$ cat src/bitmap_font_text_rasterizer_defines.svh
// Assertion macros for the text rasterizer. Each expects clk and rst_n in scope.
`ifndef BITMAP_FONT_TEXT_RASTERIZER_DEFINES_SVH
`define BITMAP_FONT_TEXT_RASTERIZER_DEFINES_SVH

`ifndef SYNTHESIS

// Same-cycle implication.
`define BFTR_ASSERT_NOW(lbl, ante, cons, msg) \
    lbl: assert property (@(posedge clk) disable iff (!rst_n) (ante) |-> (cons)) \
        else $error(msg);

// Next-cycle implication.
`define BFTR_ASSERT_NEXT(lbl, ante, cons, msg) \
    lbl: assert property (@(posedge clk) disable iff (!rst_n) (ante) |=> (cons)) \
        else $error(msg);

`else

`define BFTR_ASSERT_NOW(lbl, ante, cons, msg)
`define BFTR_ASSERT_NEXT(lbl, ante, cons, msg)

`endif

`endif

$ cat src/bftr_pkg.sv
package bftr_pkg;

    localparam int GLYPH_COLUMNS = 5;
    localparam int GLYPH_ROWS    = 7;
    localparam int GLYPH_STEP    = 6;
    localparam int GLYPH_COUNT   = 47;
    localparam int GLYPH_IDX_W   = 6;
    localparam int PAT_W         = GLYPH_COLUMNS * GLYPH_ROWS;
    localparam int ROW_W         = (GLYPH_ROWS > 1) ? $clog2(GLYPH_ROWS) : 1;
    localparam int OFF_W         = 8;
    localparam int SCALE_W       = 5;
    localparam int COLOR_W       = 32;
    localparam int COORD_W       = 16;
    localparam int CFG_IDX_W     = 1;
    localparam int CFG_DATA_W    = 32;

    localparam logic [SCALE_W-1:0] SCALE_MIN = SCALE_W'(1);
    localparam logic [SCALE_W-1:0] SCALE_MAX = SCALE_W'(16);

    // Register indexes
    localparam logic [CFG_IDX_W-1:0] REG_PIXEL_SCALE = 1'b0;
    localparam logic [CFG_IDX_W-1:0] REG_INK_COLOR   = 1'b1;

    // Character codes with special handling
    localparam logic [7:0] CH_LOWER_A  = 8'h61;
    localparam logic [7:0] CH_LOWER_Z  = 8'h7A;
    localparam logic [7:0] CH_UPPER_A  = 8'h41;
    localparam logic [7:0] CH_UPPER_Z  = 8'h5A;
    localparam logic [7:0] CH_DIGIT_0  = 8'h30;
    localparam logic [7:0] CH_DIGIT_9  = 8'h39;
    localparam logic [7:0] CH_COLON    = 8'h3A;
    localparam logic [7:0] CH_PERIOD   = 8'h2E;
    localparam logic [7:0] CH_MINUS    = 8'h2D;
    localparam logic [7:0] CH_UNDER    = 8'h5F;
    localparam logic [7:0] CH_SLASH    = 8'h2F;
    localparam logic [7:0] CH_GREATER  = 8'h3E;
    localparam logic [7:0] CH_DOLLAR   = 8'h24;
    localparam logic [7:0] CH_AT       = 8'h40;
    localparam logic [7:0] CH_LBRACKET = 8'h5B;
    localparam logic [7:0] CH_RBRACKET = 8'h5D;
    localparam logic [7:0] CH_STAR     = 8'h2A;
    localparam logic [7:0] CASE_OFFSET = 8'd32;

    // Glyph slots
    localparam logic [GLYPH_IDX_W-1:0] GLYPH_DIGIT_BASE = 6'd26;
    localparam logic [GLYPH_IDX_W-1:0] GLYPH_COLON      = 6'd36;
    localparam logic [GLYPH_IDX_W-1:0] GLYPH_PERIOD     = 6'd37;
    localparam logic [GLYPH_IDX_W-1:0] GLYPH_MINUS      = 6'd38;
    localparam logic [GLYPH_IDX_W-1:0] GLYPH_SLASH      = 6'd39;
    localparam logic [GLYPH_IDX_W-1:0] GLYPH_GREATER    = 6'd40;
    localparam logic [GLYPH_IDX_W-1:0] GLYPH_DOLLAR     = 6'd41;
    localparam logic [GLYPH_IDX_W-1:0] GLYPH_AT         = 6'd42;
    localparam logic [GLYPH_IDX_W-1:0] GLYPH_LBRACKET   = 6'd43;
    localparam logic [GLYPH_IDX_W-1:0] GLYPH_RBRACKET   = 6'd44;
    localparam logic [GLYPH_IDX_W-1:0] GLYPH_STAR       = 6'd45;
    localparam logic [GLYPH_IDX_W-1:0] GLYPH_BLANK      = 6'd46;

    // One entry per glyph, column 0 in the low byte, bit n of a byte is row n.
    localparam logic [8*GLYPH_COLUMNS-1:0] FONT_ROM [GLYPH_COUNT] = '{
        40'h7E0909097E, 40'h364949497F, 40'h224141413E, 40'h1C2241417F,
        40'h414949497F, 40'h010909097F, 40'h7A4949413E, 40'h7F0808087F,
        40'h00417F4100, 40'h013F414020, 40'h412214087F, 40'h404040407F,
        40'h7F020C027F, 40'h7F1008047F, 40'h3E4141413E, 40'h060909097F,
        40'h5E2151413E, 40'h462919097F, 40'h3149494946, 40'h01017F0101,
        40'h3F4040403F, 40'h1F2040201F, 40'h7F2018207F, 40'h6314081463,
        40'h0304780403, 40'h4345495161, 40'h3E4549513E, 40'h00407F4200,
        40'h4649516142, 40'h314B454121, 40'h107F121418, 40'h3945454527,
        40'h3049494A3C, 40'h0305097101, 40'h3649494936, 40'h1E29494906,
        40'h0000363600, 40'h0000604000, 40'h0808080808, 40'h0204081020,
        40'h0008142241, 40'h122A7F2A24, 40'h3CA19D423C, 40'h0081817E00,
        40'h007E818100, 40'h14083E0814, 40'h0000000000
    };

    typedef enum logic {
        CMD_SET_CURSOR = 1'b0,
        CMD_DRAW       = 1'b1
    } cmd_t;

    typedef enum logic {
        BK_IDLE = 1'b0,
        BK_SCAN = 1'b1
    } back_state_t;

    typedef struct packed {
        cmd_t                   cmd;
        logic [GLYPH_IDX_W-1:0] glyph;
        logic [COORD_W-1:0]     x;
        logic [COORD_W-1:0]     y;
    } queue_entry_t;

    typedef struct packed {
        logic scanning;
        logic popping;
    } back_status_t;

    function automatic logic [GLYPH_IDX_W-1:0] glyph_index(input logic [7:0] code);
        logic [7:0]             c;
        logic [GLYPH_IDX_W-1:0] idx;
        c = code;
        if (c inside {[CH_LOWER_A:CH_LOWER_Z]}) begin
            c = c - CASE_OFFSET;
        end
        if (c inside {[CH_UPPER_A:CH_UPPER_Z]}) begin
            idx = GLYPH_IDX_W'(c - CH_UPPER_A);
        end
        else if (c inside {[CH_DIGIT_0:CH_DIGIT_9]}) begin
            idx = GLYPH_IDX_W'(c - CH_DIGIT_0) + GLYPH_DIGIT_BASE;
        end
        else begin
            case (c)
                CH_COLON:    idx = GLYPH_COLON;
                CH_PERIOD:   idx = GLYPH_PERIOD;
                CH_MINUS:    idx = GLYPH_MINUS;
                CH_UNDER:    idx = GLYPH_MINUS;
                CH_SLASH:    idx = GLYPH_SLASH;
                CH_GREATER:  idx = GLYPH_GREATER;
                CH_DOLLAR:   idx = GLYPH_DOLLAR;
                CH_AT:       idx = GLYPH_AT;
                CH_LBRACKET: idx = GLYPH_LBRACKET;
                CH_RBRACKET: idx = GLYPH_RBRACKET;
                CH_STAR:     idx = GLYPH_STAR;
                default:     idx = GLYPH_BLANK;
            endcase
        end
        return idx;
    endfunction

    // Dots in scan order: bit col*GLYPH_ROWS+row. Bits above the row count drop out.
    function automatic logic [PAT_W-1:0] glyph_pattern(input logic [GLYPH_IDX_W-1:0] idx);
        logic [8*GLYPH_COLUMNS-1:0] cols;
        logic [PAT_W-1:0]           pat;
        cols = FONT_ROM[idx];
        for (int col = 0; col < GLYPH_COLUMNS; col++) begin
            for (int row = 0; row < GLYPH_ROWS; row++) begin
                pat[col*GLYPH_ROWS + row] = cols[col*8 + row];
            end
        end
        return pat;
    endfunction

    function automatic logic [SCALE_W-1:0] clamp_scale(input logic [SCALE_W-1:0] s);
        logic [SCALE_W-1:0] r;
        if (s < SCALE_MIN) begin
            r = SCALE_MIN;
        end
        else if (s > SCALE_MAX) begin
            r = SCALE_MAX;
        end
        else begin
            r = s;
        end
        return r;
    endfunction

endpackage

$ cat src/bftr_front.sv
// Input side: takes transactions while the queue has room and maps the character code
// to its glyph slot.
module bftr_front
    import bftr_pkg::*;
(
    input  logic               in_valid,
    output logic               in_stall,
    input  logic               command,
    input  logic [7:0]         char_code,
    input  logic [COORD_W-1:0] start_x,
    input  logic [COORD_W-1:0] start_y,
    input  logic               q_full,
    output logic               push,
    output queue_entry_t       push_data
);

    assign in_stall = q_full;
    assign push     = in_valid && !q_full;

    always_comb
    begin
        push_data.cmd   = cmd_t'(command);
        push_data.glyph = glyph_index(char_code);
        push_data.x     = start_x;
        push_data.y     = start_y;
    end

endmodule

$ cat src/bftr_queue.sv
// Small FIFO between classifier and scanner.
module bftr_queue
    import bftr_pkg::*;
#(
    parameter int DEPTH = 2
)
(
    input  logic         clk,
    input  logic         rst_n,
    input  logic         push,
    input  queue_entry_t push_data,
    output logic         full,
    input  logic         pop,
    output logic         pop_valid,
    output queue_entry_t pop_data
);

    localparam int PTR_W = (DEPTH > 1) ? $clog2(DEPTH) : 1;
    localparam int CNT_W = $clog2(DEPTH + 1);

    queue_entry_t       mem [DEPTH];
    logic [PTR_W-1:0]   wr_ptr_reg, wr_ptr_next;
    logic [PTR_W-1:0]   rd_ptr_reg, rd_ptr_next;
    logic [CNT_W-1:0]   count_reg, count_next;
    logic               do_push, do_pop;

    assign full      = (count_reg == CNT_W'(DEPTH));
    assign pop_valid = (count_reg != '0);
    assign do_push   = push && !full;
    assign do_pop    = pop && pop_valid;
    assign pop_data  = mem[rd_ptr_reg];

    always_comb
    begin
        wr_ptr_next = wr_ptr_reg;
        rd_ptr_next = rd_ptr_reg;
        count_next  = count_reg;
        if (do_push)
        begin
            wr_ptr_next = (wr_ptr_reg == PTR_W'(DEPTH - 1)) ? '0 : wr_ptr_reg + 1'b1;
        end
        if (do_pop)
        begin
            rd_ptr_next = (rd_ptr_reg == PTR_W'(DEPTH - 1)) ? '0 : rd_ptr_reg + 1'b1;
        end
        if (do_push && !do_pop)
        begin
            count_next = count_reg + 1'b1;
        end
        else if (do_pop && !do_push)
        begin
            count_next = count_reg - 1'b1;
        end
    end

    always_ff @(posedge clk or negedge rst_n)
    begin
        if (!rst_n)
        begin
            wr_ptr_reg <= '0;
            rd_ptr_reg <= '0;
            count_reg  <= '0;
        end
        else
        begin
            wr_ptr_reg <= wr_ptr_next;
            rd_ptr_reg <= rd_ptr_next;
            count_reg  <= count_next;
        end
    end

    always_ff @(posedge clk)
    begin
        if (do_push)
        begin
            mem[wr_ptr_reg] <= push_data;
        end
    end

endmodule

$ cat src/bftr_back.sv
// Scanner: walks glyph dots one per cycle if not stalled; fills the output register.
module bftr_back
    import bftr_pkg::*;
(
    input  logic               clk,
    input  logic               rst_n,
    input  logic               q_valid,
    input  queue_entry_t       q_data,
    output logic               q_pop,
    input  logic [SCALE_W-1:0] pixel_scale,
    input  logic [COLOR_W-1:0] ink_color,
    output logic               out_valid,
    input  logic               out_stall,
    output logic [COORD_W-1:0] rect_x,
    output logic [COORD_W-1:0] rect_y,
    output logic [SCALE_W-1:0] rect_size,
    output logic [COLOR_W-1:0] rect_color,
    output logic               last,
    output back_status_t       status
);

    back_state_t        state_reg, state_next;
    logic [COORD_W-1:0] cursor_x_reg, cursor_x_next;
    logic [COORD_W-1:0] cursor_y_reg, cursor_y_next;
    logic [PAT_W-1:0]   pattern_reg, pattern_next;
    logic [ROW_W-1:0]   row_reg, row_next;
    logic [OFF_W-1:0]   x_off_reg, x_off_next;
    logic [OFF_W-1:0]   y_off_reg, y_off_next;
    logic [SCALE_W-1:0] scale_reg, scale_next;

    logic               out_valid_reg, out_valid_next;
    logic [COORD_W-1:0] rect_x_reg, rect_x_next;
    logic [COORD_W-1:0] rect_y_reg, rect_y_next;
    logic [SCALE_W-1:0] rect_size_reg, rect_size_next;
    logic [COLOR_W-1:0] rect_color_reg, rect_color_next;
    logic               last_reg, last_next;

    logic step_ok, rest_zero, advance, emit, finish, take_set, take_draw;

    assign step_ok   = !out_valid_reg || !out_stall;
    assign rest_zero = (pattern_reg[PAT_W-1:1] == '0);
    assign q_pop     = (state_reg == BK_IDLE) && q_valid;
    assign take_set  = q_pop && (q_data.cmd == CMD_SET_CURSOR);
    assign take_draw = q_pop && (q_data.cmd == CMD_DRAW);
    assign advance   = (state_reg == BK_SCAN) && (pattern_reg != '0) && step_ok;
    assign emit      = advance && pattern_reg[0];
    // Done on an empty glyph, or when the dot being stepped over is the last lit one.
    assign finish    = (state_reg == BK_SCAN) &&
                       ((pattern_reg == '0) || (step_ok && rest_zero));

    always_comb
    begin
        state_next = state_reg;
        case (state_reg)
            BK_IDLE:
            begin
                if (take_draw)
                begin
                    state_next = BK_SCAN;
                end
            end
            BK_SCAN:
            begin
                if (finish)
                begin
                    state_next = BK_IDLE;
                end
            end
            default: state_next = BK_IDLE;
        endcase
    end

    always_comb
    begin
        cursor_x_next   = cursor_x_reg;
        cursor_y_next   = cursor_y_reg;
        pattern_next    = pattern_reg;
        row_next        = row_reg;
        x_off_next      = x_off_reg;
        y_off_next      = y_off_reg;
        scale_next      = scale_reg;
        out_valid_next  = out_valid_reg && out_stall;
        rect_x_next     = rect_x_reg;
        rect_y_next     = rect_y_reg;
        rect_size_next  = rect_size_reg;
        rect_color_next = rect_color_reg;
        last_next       = last_reg;

        if (take_set)
        begin
            cursor_x_next = q_data.x;
            cursor_y_next = q_data.y;
        end
        if (take_draw)
        begin
            pattern_next = glyph_pattern(q_data.glyph);
            row_next     = '0;
            x_off_next   = '0;
            y_off_next   = '0;
            scale_next   = clamp_scale(pixel_scale);
        end
        if (advance)
        begin
            pattern_next = pattern_reg >> 1;
            if (row_reg == ROW_W'(GLYPH_ROWS - 1))
            begin
                row_next   = '0;
                y_off_next = '0;
                x_off_next = x_off_reg + OFF_W'(scale_reg);
            end
            else
            begin
                row_next   = row_reg + 1'b1;
                y_off_next = y_off_reg + OFF_W'(scale_reg);
            end
        end
        if (emit)
        begin
            out_valid_next  = 1'b1;
            rect_x_next     = cursor_x_reg + COORD_W'(x_off_reg);
            rect_y_next     = cursor_y_reg + COORD_W'(y_off_reg);
            rect_size_next  = scale_reg;
            rect_color_next = ink_color;
            last_next       = rest_zero;
        end
        if (finish)
        begin
            cursor_x_next = cursor_x_reg + COORD_W'(COORD_W'(GLYPH_STEP) * COORD_W'(scale_reg));
        end
    end

    always_ff @(posedge clk or negedge rst_n)
    begin
        if (!rst_n)
        begin
            state_reg     <= BK_IDLE;
            cursor_x_reg  <= '0;
            cursor_y_reg  <= '0;
            out_valid_reg <= 1'b0;
        end
        else
        begin
            state_reg     <= state_next;
            cursor_x_reg  <= cursor_x_next;
            cursor_y_reg  <= cursor_y_next;
            out_valid_reg <= out_valid_next;
        end
    end

    always_ff @(posedge clk)
    begin
        pattern_reg    <= pattern_next;
        row_reg        <= row_next;
        x_off_reg      <= x_off_next;
        y_off_reg      <= y_off_next;
        scale_reg      <= scale_next;
        rect_x_reg     <= rect_x_next;
        rect_y_reg     <= rect_y_next;
        rect_size_reg  <= rect_size_next;
        rect_color_reg <= rect_color_next;
        last_reg       <= last_next;
    end

    assign out_valid       = out_valid_reg;
    assign rect_x          = rect_x_reg;
    assign rect_y          = rect_y_reg;
    assign rect_size       = rect_size_reg;
    assign rect_color      = rect_color_reg;
    assign last            = last_reg;
    assign status.scanning = (state_reg == BK_SCAN);
    assign status.popping  = q_pop;

endmodule

$ cat src/bitmap_font_text_rasterizer.sv
// Text rasterizer with a built-in 5x7 font. Send a set-cursor transaction (command 0)
// to place the pen at start_x/start_y, then one draw transaction (command 1) per
// character. Each lit dot of the glyph comes out as one filled square of side
// pixel_scale (0 acts as 1, above 16 acts as 16), dots in column order and top to
// bottom inside a column; last marks the final square of a character. Lowercase draws
// as uppercase, '_' as '-', and codes without a glyph draw nothing but still move the
// pen right by 6*scale. Coordinates wrap at 16 bits. A set-cursor only moves the pen;
// a character is loaded, then scanned one dot position at a time up to its last lit
// dot (a blank glyph ends right after the load), giving at most 35 squares; an output
// stall holds the scan. A short input queue lets transactions be taken while the
// scanner works.
// Write pixel_scale and ink_color only while nothing is in flight.
`include "bitmap_font_text_rasterizer_defines.svh"

module bitmap_font_text_rasterizer
    import bftr_pkg::*;
#(
    parameter int QUEUE_DEPTH = 2
)
(
    input  logic                  clk,
    input  logic                  rst_n,

    // Configuration write port
    input  logic                  cfg_we,
    input  logic [CFG_IDX_W-1:0]  cfg_index,
    input  logic [CFG_DATA_W-1:0] cfg_data,

    // Character transactions
    input  logic                  in_valid,
    output logic                  in_stall,
    input  logic                  command,
    input  logic [7:0]            char_code,
    input  logic [COORD_W-1:0]    start_x,
    input  logic [COORD_W-1:0]    start_y,

    // Square transactions
    output logic                  out_valid,
    input  logic                  out_stall,
    output logic [COORD_W-1:0]    rect_x,
    output logic [COORD_W-1:0]    rect_y,
    output logic [SCALE_W-1:0]    rect_size,
    output logic [COLOR_W-1:0]    rect_color,
    output logic                  last
);

    logic [SCALE_W-1:0] pixel_scale_reg, pixel_scale_next;
    logic [COLOR_W-1:0] ink_color_reg, ink_color_next;

    logic               q_push, q_full, q_pop, q_valid;
    queue_entry_t       q_push_data, q_pop_data;
    back_status_t       back_status;

    // Config registers. Raw scale is stored; clamping happens when a character starts.
    always_comb
    begin
        pixel_scale_next = pixel_scale_reg;
        ink_color_next   = ink_color_reg;
        if (cfg_we)
        begin
            case (cfg_index)
                REG_PIXEL_SCALE: pixel_scale_next = cfg_data[SCALE_W-1:0];
                REG_INK_COLOR:   ink_color_next   = cfg_data[COLOR_W-1:0];
                default:         pixel_scale_next = pixel_scale_reg;
            endcase
        end
    end

    always_ff @(posedge clk or negedge rst_n)
    begin
        if (!rst_n)
        begin
            pixel_scale_reg <= SCALE_MIN;
            ink_color_reg   <= '1;
        end
        else
        begin
            pixel_scale_reg <= pixel_scale_next;
            ink_color_reg   <= ink_color_next;
        end
    end

    // Front: accept and classify
    bftr_front u_front (
        .in_valid  (in_valid),
        .in_stall  (in_stall),
        .command   (command),
        .char_code (char_code),
        .start_x   (start_x),
        .start_y   (start_y),
        .q_full    (q_full),
        .push      (q_push),
        .push_data (q_push_data)
    );

    bftr_queue #(
        .DEPTH (QUEUE_DEPTH)
    ) u_queue (
        .clk       (clk),
        .rst_n     (rst_n),
        .push      (q_push),
        .push_data (q_push_data),
        .full      (q_full),
        .pop       (q_pop),
        .pop_valid (q_valid),
        .pop_data  (q_pop_data)
    );

    // Back: cursor state, dot scan, output register
    bftr_back u_back (
        .clk         (clk),
        .rst_n       (rst_n),
        .q_valid     (q_valid),
        .q_data      (q_pop_data),
        .q_pop       (q_pop),
        .pixel_scale (pixel_scale_reg),
        .ink_color   (ink_color_reg),
        .out_valid   (out_valid),
        .out_stall   (out_stall),
        .rect_x      (rect_x),
        .rect_y      (rect_y),
        .rect_size   (rect_size),
        .rect_color  (rect_color),
        .last        (last),
        .status      (back_status)
    );

    // Checks
    `BFTR_ASSERT_NOW(a_no_push_when_full, q_push, !q_full, "push into full queue")
    `BFTR_ASSERT_NOW(a_pop_only_idle, back_status.popping, !back_status.scanning && q_valid, "queue popped mid-character")
    `BFTR_ASSERT_NOW(a_size_in_range, out_valid, (rect_size != '0) && (rect_size <= SCALE_MAX), "square size out of range")
    `BFTR_ASSERT_NEXT(a_draw_starts_scan, back_status.popping && (q_pop_data.cmd == CMD_DRAW), back_status.scanning, "draw did not start a scan")

endmodule
$ cat config.mk
export PLATFORM = sky130hd
export DESIGN_NAME = bitmap_font_text_rasterizer
export DESIGN_NICKNAME = d
export VERILOG_FILES = /design/src/bftr_pkg.sv /design/src/bftr_front.sv /design/src/bftr_queue.sv /design/src/bftr_back.sv /design/src/bitmap_font_text_rasterizer.sv
export VERILOG_INCLUDE_DIRS = /design/src /design/src/src
export SDC_FILE = /design/constraint.sdc
export NUM_CORES = 1
export LEC_CHECK = 0
export ABC_AREA = 1
export BUFFER_PORTS_ARGS = -buffer_cell sky130_fd_sc_hd__buf_2
export CORE_MARGIN = 2
export CORE_UTILIZATION = 54
export DETAILED_ROUTE_END_ITERATION = 8
export GPL_ROUTABILITY_DRIVEN = 1
export PLACE_DENSITY = 0.79
export SLEW_MARGIN = 40
export SYNTH_ARGS = -nofsm -noshare
export SYNTH_HDL_FRONTEND = slang
export SYNTH_HIERARCHICAL = 1
export SYNTH_SLANG_ARGS = --single-unit
export TNS_END_PERCENT = 20
$ cat constraint.sdc
create_clock -name clk -period 4 [get_ports clk]
set_clock_uncertainty 0.1 [all_clocks]
set_input_delay 0 -clock clk [delete_from_list [all_inputs] [get_ports clk]]
set_output_delay 0 -clock clk [all_outputs]
set_load 0.02 [all_outputs]
# Word level (Yosys, flattened, before mapping)
# Memory sizes are Yosys's and may differ from the RTL's.
# Cells that the tools add are included.
dict set report word_totals {
  output_inout_bits 72
  ram_bits 78
  in_bits 79
  mem_bits_ro 2560
  reg_bits 204
  mem_count 2
}
# memory depth width rd rd_ports_with_merged_regs wr line_no
set mem_list {}
lappend mem_list {{(name not given)} 64 40 1 0 0 bftr_pkg.sv:132} ;# cols = FONT_ROM[idx];
lappend mem_list {u_queue.mem 2 39 1 0 1 bftr_queue.sv:21} ;# queue_entry_t mem [DEPTH];
dict set report classes {
  n_eq_ne 13
  magnitude_cmp 9
  bitwise 4
  addsub 14
  reduce_logical 35
  n_mul 1
  mux 30
}
# operator count
set op_table {}
lappend op_table {{two-way mux 39 bit} 2}
lappend op_table {{two-way mux 34 bit} 2}
lappend op_table {{equality test 8 x 6 -> 1 bit, second input constant} 7}
lappend op_table {{two-way mux 8 bit} 7}
lappend op_table {{adder 16 x 8 -> 16 bit} 3}
lappend op_table {{case mux 4 bit (10 select lines)} 1}
lappend op_table {{zero test 35 bit} 1}
lappend op_table {{nonzero test 35 bit} 1}
lappend op_table {{zero test 34 bit} 1}
lappend op_table {{equality test 8 x 7 -> 1 bit, second input constant} 4}
lappend op_table {{two-way mux 16 bit} 2}
lappend op_table {{logical AND 1 bit} 17}
lappend op_table {{adder 8 x 5 -> 8 bit} 2}
lappend op_table {{>= comparator 8 x 7 -> 1 bit, second input constant} 2}
lappend op_table {{<= comparator 8 x 7 -> 1 bit, second input constant} 2}
lappend op_table {{two-way mux 6 bit} 2}
lappend op_table {{two-way mux 3 bit} 3}
lappend op_table {{>= comparator 8 x 6 -> 1 bit, second input constant} 1}
lappend op_table {{<= comparator 8 x 6 -> 1 bit, second input constant} 1}
lappend op_table {{nonzero test 2 bit} 4}
lappend op_table {{subtractor 8 x 6 -> 8 bit, second input constant} 1}
lappend op_table {{>= comparator 7 bit, second input constant} 1}
lappend op_table {{multiplier 2 x 5 -> 7 bit, first input constant} 1}
lappend op_table {{two-way mux 1 bit} 7}
lappend op_table {{20 further kinds} 31}

# Logic depth before layout (Yosys ltp)
# Gate-level depths: netlist of the first run.
dict set report logic_depth {
  depth_word 8
  depth_mapped 17
  depth_no_buf 17
}

# Modules after synthesis
# Netlist of the first run, hierarchy kept.
# mod seq_area_each_um2 cells_per_inst n_inst area_per_inst_um2
set modules_own_cells {}
lappend modules_own_cells {bftr_back 4634.4 1220 1 9973.3}
lappend modules_own_cells {bftr_queue 2442.3 236 1 3115.5}
lappend modules_own_cells {bitmap_font_text_rasterizer 967.2 162 1 1512.7}
lappend modules_own_cells {bftr_front 0.0 159 1 970.9}

# Worst setup path after synthesis of the first run
# No wires, ideal clock.
dict set report synth_timing {
  path_kind {reg2reg}
  from {reg u_back.out_valid_reg (netlist: u_back/out_valid)}
  to {reg u_back.last_reg (netlist: u_back/last), enable pin}
  path_stages_with_launch 7
  setup_time_ns 0.498
  path_slack_ns -0.475
  period_less_slack_ns 4.475
  arrival_ns 3.876
  cell_sequence {dfrtp_1 nand2_1 inv_1 nor2_1 nand2_2 buf_2 nor2_1}
}
dict set report synth_between {
  elab_chain_len 4
}
# item line_no
set synth_rtl {}
lappend synth_rtl {{from (decl)} bftr_back.sv:31} ;# logic out_valid_reg, out_valid_next;
lappend synth_rtl {{from (signal assigned)} bftr_back.sv:146} ;# out_valid_reg <= out_valid_next;
lappend synth_rtl {{zero test 1 bit} bftr_back.sv:40} ;# assign step_ok = !out_valid_reg || !out_stall;
lappend synth_rtl {{logical OR 1 bit} bftr_back.sv:40}
lappend synth_rtl {{logical AND 1 bit} bftr_back.sv:45} ;# assign advance = (state_reg == BK_SCAN) && (pattern_reg != '0) && step_ok;
lappend synth_rtl {{logical AND 1 bit} bftr_back.sv:46} ;# assign emit = advance && pattern_reg[0];
lappend synth_rtl {{via u_back.emit} bftr_back.sv:38} ;# logic step_ok, rest_zero, advance, emit, finish, take_set, take_draw;
lappend synth_rtl {{to (signal assigned)} bftr_back.sv:161} ;# last_reg <= last_next;
lappend synth_rtl {{to (decl)} bftr_back.sv:36} ;# logic last_reg, last_next;
# The timed path passes the listed nets, and every way through them passes these cells.
# A chain may end at the register's enable or synchronous reset.

==> qor.yml, run 1 <==
outcome:
  status: "finished, final reports clean"
sta:
  hold_slack_ns: 0.06272
  fmax_ghz: 0.3081
  final_max_slew_viol_count: 0
  period_minus_slack_ns: 3.246
  finalHoldViolCount: 0
  worst_pin_slew_ns: 0.8128
  maxSlewHeadroom_pct: 45.48
  rsz0062_at_grt: "no"
  tns_ns: 0
  setup_violations: 0
  fin_crit_sh_pct: 81.14
clocking:
  cts_tree: "built"
  cts_buffer_depth: 3
  cts_buffers: 29
  cts-root-buf: "clkbuf_16"
  clkLatencyLatePin_ns: 0.56
  cts_sinks: 282
  cts_setup_buffers: 0
  cts_max_level: 1
  ctsResizeCount: 0
  cts.clk_slew.worst_paths_ns: 0.06
global_route:
  track_usage_pct: 27.69
  grt_pass1_vias: 13056
  grt_pass1_wl_um: 67540
  grt_overflow: 0
  antenna_found_initial: 2
  grt_max_degree: 71
power_and_ir_drop:
  peakVddDrop_v: 0.0004897
  p_leak_nw: 8.562
  powerDensity_nw_per_um2: 789.9
  p_total_mw: 14.63
worst_setup_path:
  crit_slowest_cell: "dfrtp_1"
  cp_common_cell: "nand2_1"
  path_cells: "inv_6 -> nand2_1 -> nand2_1 -> inv_1 -> ha_1 -> nand2_1 -> nor2_1 -> nor2_1 -> o21ai_0 -> a21oi_1 -> nand2_1 -> nand2_1 -> nand2_1"
  worst_ep_arrival_time_ns: 3.58
  startpoint_type: "flip-flop"
  path_max_fanout: 40
  cp-end-kind: "flip-flop"
  path_class: "flip-flop to flip-flop"
  cp.required_ns: 4.33
  worst_path_largest_cell_delay_ns: 0.60
synth:
  yosys_warnings: 6
  synthCells: 1775
  syn_nets: 1925
  synthesis.area_um2: 15560
  syn_area_per_cell_um2: 8.765
placed_design:
  port_buffers: 150
  dp_cells: 2236
  hpwlAfterDp_um: 28020
  globalplace.congestion: 0.9603
final_layout:
  num-nets-final: 2142
  area_growth_pct: 19.06
  final_cell_mix: "nand2_1, edfxtp_1, nand3_1, buf_2, inv_1"
  final_common_cell: "nand2_1"
  final_util_pct: 64.88
  largest_reg_flops: 78
  drive_gt1_share_pct: 14.69
  final_cells: 2401
  n_fill_cell: 2222
floorplanning:
  initial_core_util_pct: 54.50
  die_x_um: 173.7
  die_y_um: 173.7
  rows: 62
  io_pins: 151
  core_um2: 28550
  dieArea_um2: 30180
drt:
  ant_nets: 0
  wl_um: 42180
  detail_route.wl_per_cell_um: 17.57
  first_iter_violations: 1223
  viasPerCell: 5.479
  drc: 0
  drt-pass1-iter-count: 6
  vias: 13155
flow_run:
  cap_viol_max_count: 0
worst_hold_path:
  min_path_type: "input port to flip-flop"
-- timing repair --
action,in CTS,in global routing
endpoints found under the hold margin,193,0
endpoints found under the setup margin,0,0
hold buffers,109,0
-- through the flow --
step | instance area [um2] | setup WS [ns]
floorplan | 15560 | 0.7077
global placement | 16330 | 0.8378
detailed placement | 16390 | 0.8379
CTS | 18520 | 0.8120
global route | 18520 | 0.4040
finish | 18520 | 0.7543
-- worst max-delay path: cells and delay by family (launching register included) --
family / cells / cell delay, ns
and+or+nand+nor: 8 / 1.38
buffers and inverters: 2 / 0.48
adders and majority gates: 1 / 0.33
DFF: 1 / 0.60
AOI/OAI and AO/OA: 2 / 0.21
-- layout make-up --
class / count / area (um2) / area share, %
clock buffers: 42 / 857.1 / 4.627
clock inverters: 12 / 160.2 / 0.8646
inverters: 145 / 549.3 / 2.965
diodes: 2 / 5.005 / 0.02702
repair buffers: 281 / 2083 / 11.25
multi-input cells: 1253 / 6344 / 34.25
well taps: 384 / 480.5 / 2.594
flip-flops and latches: 282 / 8044 / 43.43
-- worst paths after layout --
check	from	end	slack, ns	cells past startpoint
max in group asynchronous	rst_n	u_back/cursor_x_reg[7]	3.44	3
min	cfg_index	pixel_scale_reg[4]	0.06	4
max	u_queue/rd_ptr_reg	u_back/pattern_reg[6]	0.75	13
min in group asynchronous	rst_n	ink_color_reg[11]	0.11	2
min reg2reg	ink_color_reg[4]	ink_color_reg[4]	0.37	2
max reg2reg	u_queue/rd_ptr_reg	u_back/pattern_reg[6]	0.75	13
-- metal layers --
| metal | vias up | share of wire (%) | global-route usage (%) |
|---|---|---|---|
| met5 | - | 0 | 0 |
| met4 | 0 | 2.7 | 8.053 |
| met3 | 95 | 7.1 | 4.211 |
| met2 | 596 | 49 | 47.68 |
| met1 | 6208 | 41 | 36.44 |
| li1 | 6256 | - | - |
-- power breakdown --
part,leakage (nW),internal (mW),switching [mW]
clock,0.497,1.69,1.15
sequential,2.85,4.57,0.597
combinational,5.22,2.07,4.56
Power figures use the tool's default switching activity.
==> run 2, diff against run 1 <==
Settings changed: CORE_UTILIZATION 54 to 60, PLACE_DENSITY 0.79 to 0.83.
Clock period 4 ns to 3 ns, I/O delays scaled along.
==> qor.yml, run 2 (synthesized netlist as in run 1, its figures left out) <==
sta:
  setup_violations: 0
  fin_crit_sh_pct: 94.93
  rsz0062_at_grt: "yes"
  fmax_ghz: 0.3511
  worst_pin_slew_ns: 0.6958
  finalHoldViolCount: 0
  maxSlewHeadroom_pct: 53.56
  hold_slack_ns: 0.02327
  finalWorstSetupSlack_ns: 0.1521
  tns_ns: 0
  period_minus_slack_ns: 2.848
  final_max_slew_viol_count: 0
clocking:
  cts-root-buf: "clkbuf_16"
  cts_sinks: 282
  cts.clk_slew.worst_paths_ns: 0.07
  cts_max_level: 1
  clkLatencyLatePin_ns: 0.58
  cts_setup_buffers: 0
  cts_tree: "built"
  cts_buffers: 30
  cts_buffer_depth: 3
worst_hold_path:
  hold_end: "u_queue/mem[1][33]"
  min_path_cells: 6
  hp-start: "char_code[1]"
  min_path_type: "input port to flip-flop"
floorplanning:
  initial_core_util_pct: 61.43
  die_x_um: 165.0
  io_pins: 151
  rows: 58
  core_um2: 25330
  die_y_um: 165.0
  dieArea_um2: 27230
power_and_ir_drop:
  seqPwrFrac_pct: 34.2
  p_total_mw: 20.11
  powerDensity_nw_per_um2: 1081
  p_leak_nw: 8.674
  power.share.combinational_pct: 45.9
  switching_power_mw: 8.770
  peakVddDrop_v: 0.0007525
  p_clk_share_pct: 19.9
  switching_share_pct: 43.60
  intPower_mw: 11.34
worst_setup_path:
  rr_worst_depth: 13
  worst_path_largest_cell_delay_ns: 0.46
  worst_ep_arrival_time_ns: 3.21
  cp.required_ns: 3.36
  path_cells: "buf_4 -> fa_1 -> a21oi_1 -> o21ai_0 -> xor2_1 -> ha_1 -> nand2_1 -> inv_1 -> a21oi_1 -> nand2_2 -> xor2_1 -> nand2_1 -> nand3_1"
  startpoint_type: "flip-flop"
  path_max_fanout: 6
  cp-end-kind: "flip-flop"
  rrSetupSlack_ns: 0.15
  path_class: "flip-flop to flip-flop"
  r2r-start: "u_back/scale_reg[1]"
  crit_slowest_cell: "fa_1"
  reg2reg_to: "u_back/cursor_x_reg[8]"
outcome:
  status: "finished, final reports clean"
global_route:
  grt_pass1_wl_um: 69640
  track_usage_pct: 32.99
  grt_pass1_vias: 13322
  antenna_found_initial: 1
  grt_overflow: 0
  grt_max_degree: 71
final_layout:
  drive_gt1_share_pct: 16.12
  multi_input_area_um2: 6359
  num-nets-final: 2161
  largest_reg_flops: 78
  area_growth_pct: 19.61
  final_common_cell: "nand2_1"
  ff_latch_area_um2: 8044
  antenna_cells: 0
  n_fill_cell: 1749
  fin_area_um2: 18610
  final_cells: 2365
  final_util_pct: 73.47
  final_cell_mix: "nand2_1, edfxtp_1, nand3_1, buf_2, inv_1"
drt:
  detail_route.wl_per_cell_um: 18.93
  ant_nets: 0
  vias: 13513
  drc: 0
  first_iter_violations: 1515
  wl_um: 44780
  drt-pass1-iter-count: 5
  viasPerCell: 5.714
placed_design:
  hpwlAfterDp_um: 29790
  globalplace.congestion: 0.9928
  place_area_um2: 16460
  dpl_worst_slack_ns: 0.1700
  port_buffers: 150
  dp_cells: 2206
flow_run:
  cap_viol_max_count: 0
-- run 2: cell count changes in the layout (fill, tap and decap cells not counted), moves of 2 or more --
| cell | previous run | this run |
|---|---|---|
| clkbuf_8 | 4 | 2 |
| buf_16 | 3 | 1 |
| a21oi_2 | 1 | 3 |
| a21oi_1 | 43 | 41 |
| nand2_1 | 634 | 632 |
| dlygate4sd3_1 | 108 | 102 |
| buf_4 | 19 | 45 |
| diode_2 | 2 | 0 |
| nand2_2 | 7 | 9 |
-- run 2: worst max-delay path by stage --
stage | startpoint | depth (start not counted) | endpoint | slack [ns]
after floorplan | u_queue/count_reg[1] | 5 | u_queue/mem[1][0] | 0.07
after global placement | u_back/scale_reg[0] | 13 | u_back/cursor_x_reg[8] | 0.30
after detailed placement | u_back/scale_reg[1] | 13 | u_back/cursor_x_reg[8] | 0.17
after CTS | u_back/scale_reg[1] | 13 | u_back/cursor_x_reg[8] | 0.15
after global routing | u_back/scale_reg[1] | 15 | u_back/cursor_x_reg[10] | -0.02
final | u_back/scale_reg[1] | 13 | u_back/cursor_x_reg[8] | 0.15
-- run 2: critical path, delay by kind of cell, from the launching register on --
kind	cells	cell delay, ns
flip-flops	1	0.41
adder cells (fa/ha/maj)	2	0.82
AO/OA/AOI/OAI	3	0.42
AND/OR/NAND/NOR	4	0.39
buffers and inverters	2	0.23
XOR/XNOR	2	0.33
-- run 2: cell type report --
cell class                      instances  area share [%]
Sequential cell                       282           43.23
Multi-Input combinational cell       1253           34.17
Timing Repair Buffer                  299           11.63
Clock buffer                           41           4.593
Inverter                              145           2.952
Tap cell                              330           2.219
Clock inverter                         15           1.210
-- run 2: power groups by stage --
| stage | Combinational, mW | Sequential [mW] | Clock, mW |
|---|---|---|---|
| floorplan | 5.67 | 7.18 | 0 |
| global route | 10.1 | 6.99 | 4.21 |
| detailed placement | 8.78 | 6.89 | 0 |
| CTS | 8.97 | 6.83 | 3.99 |
| finish | 9.23 | 6.88 | 4.00 |
| global placement | 8.71 | 6.83 | 0 |
-- run 2: timing repair --
action                                  4_1_cts  5_1_grt
endpoints found under the hold margin       187        0
resized for setup                             0        5
endpoints found under the setup margin        0        6
hold buffers                                103        0
-- run 2: routing by layer --
| layer | GRT usage, % | up-vias | routed length [um] |
|---|---|---|---|
| li1 | - | 6279 | - |
| met3 | 4.646 | 122 | 3445 |
| met1 | 43.54 | 6447 | 18180 |
| met2 | 56.06 | 663 | 21640 |
| met4 | 11.38 | 2 | 1496 |
| met5 | 0 | - | 15 |
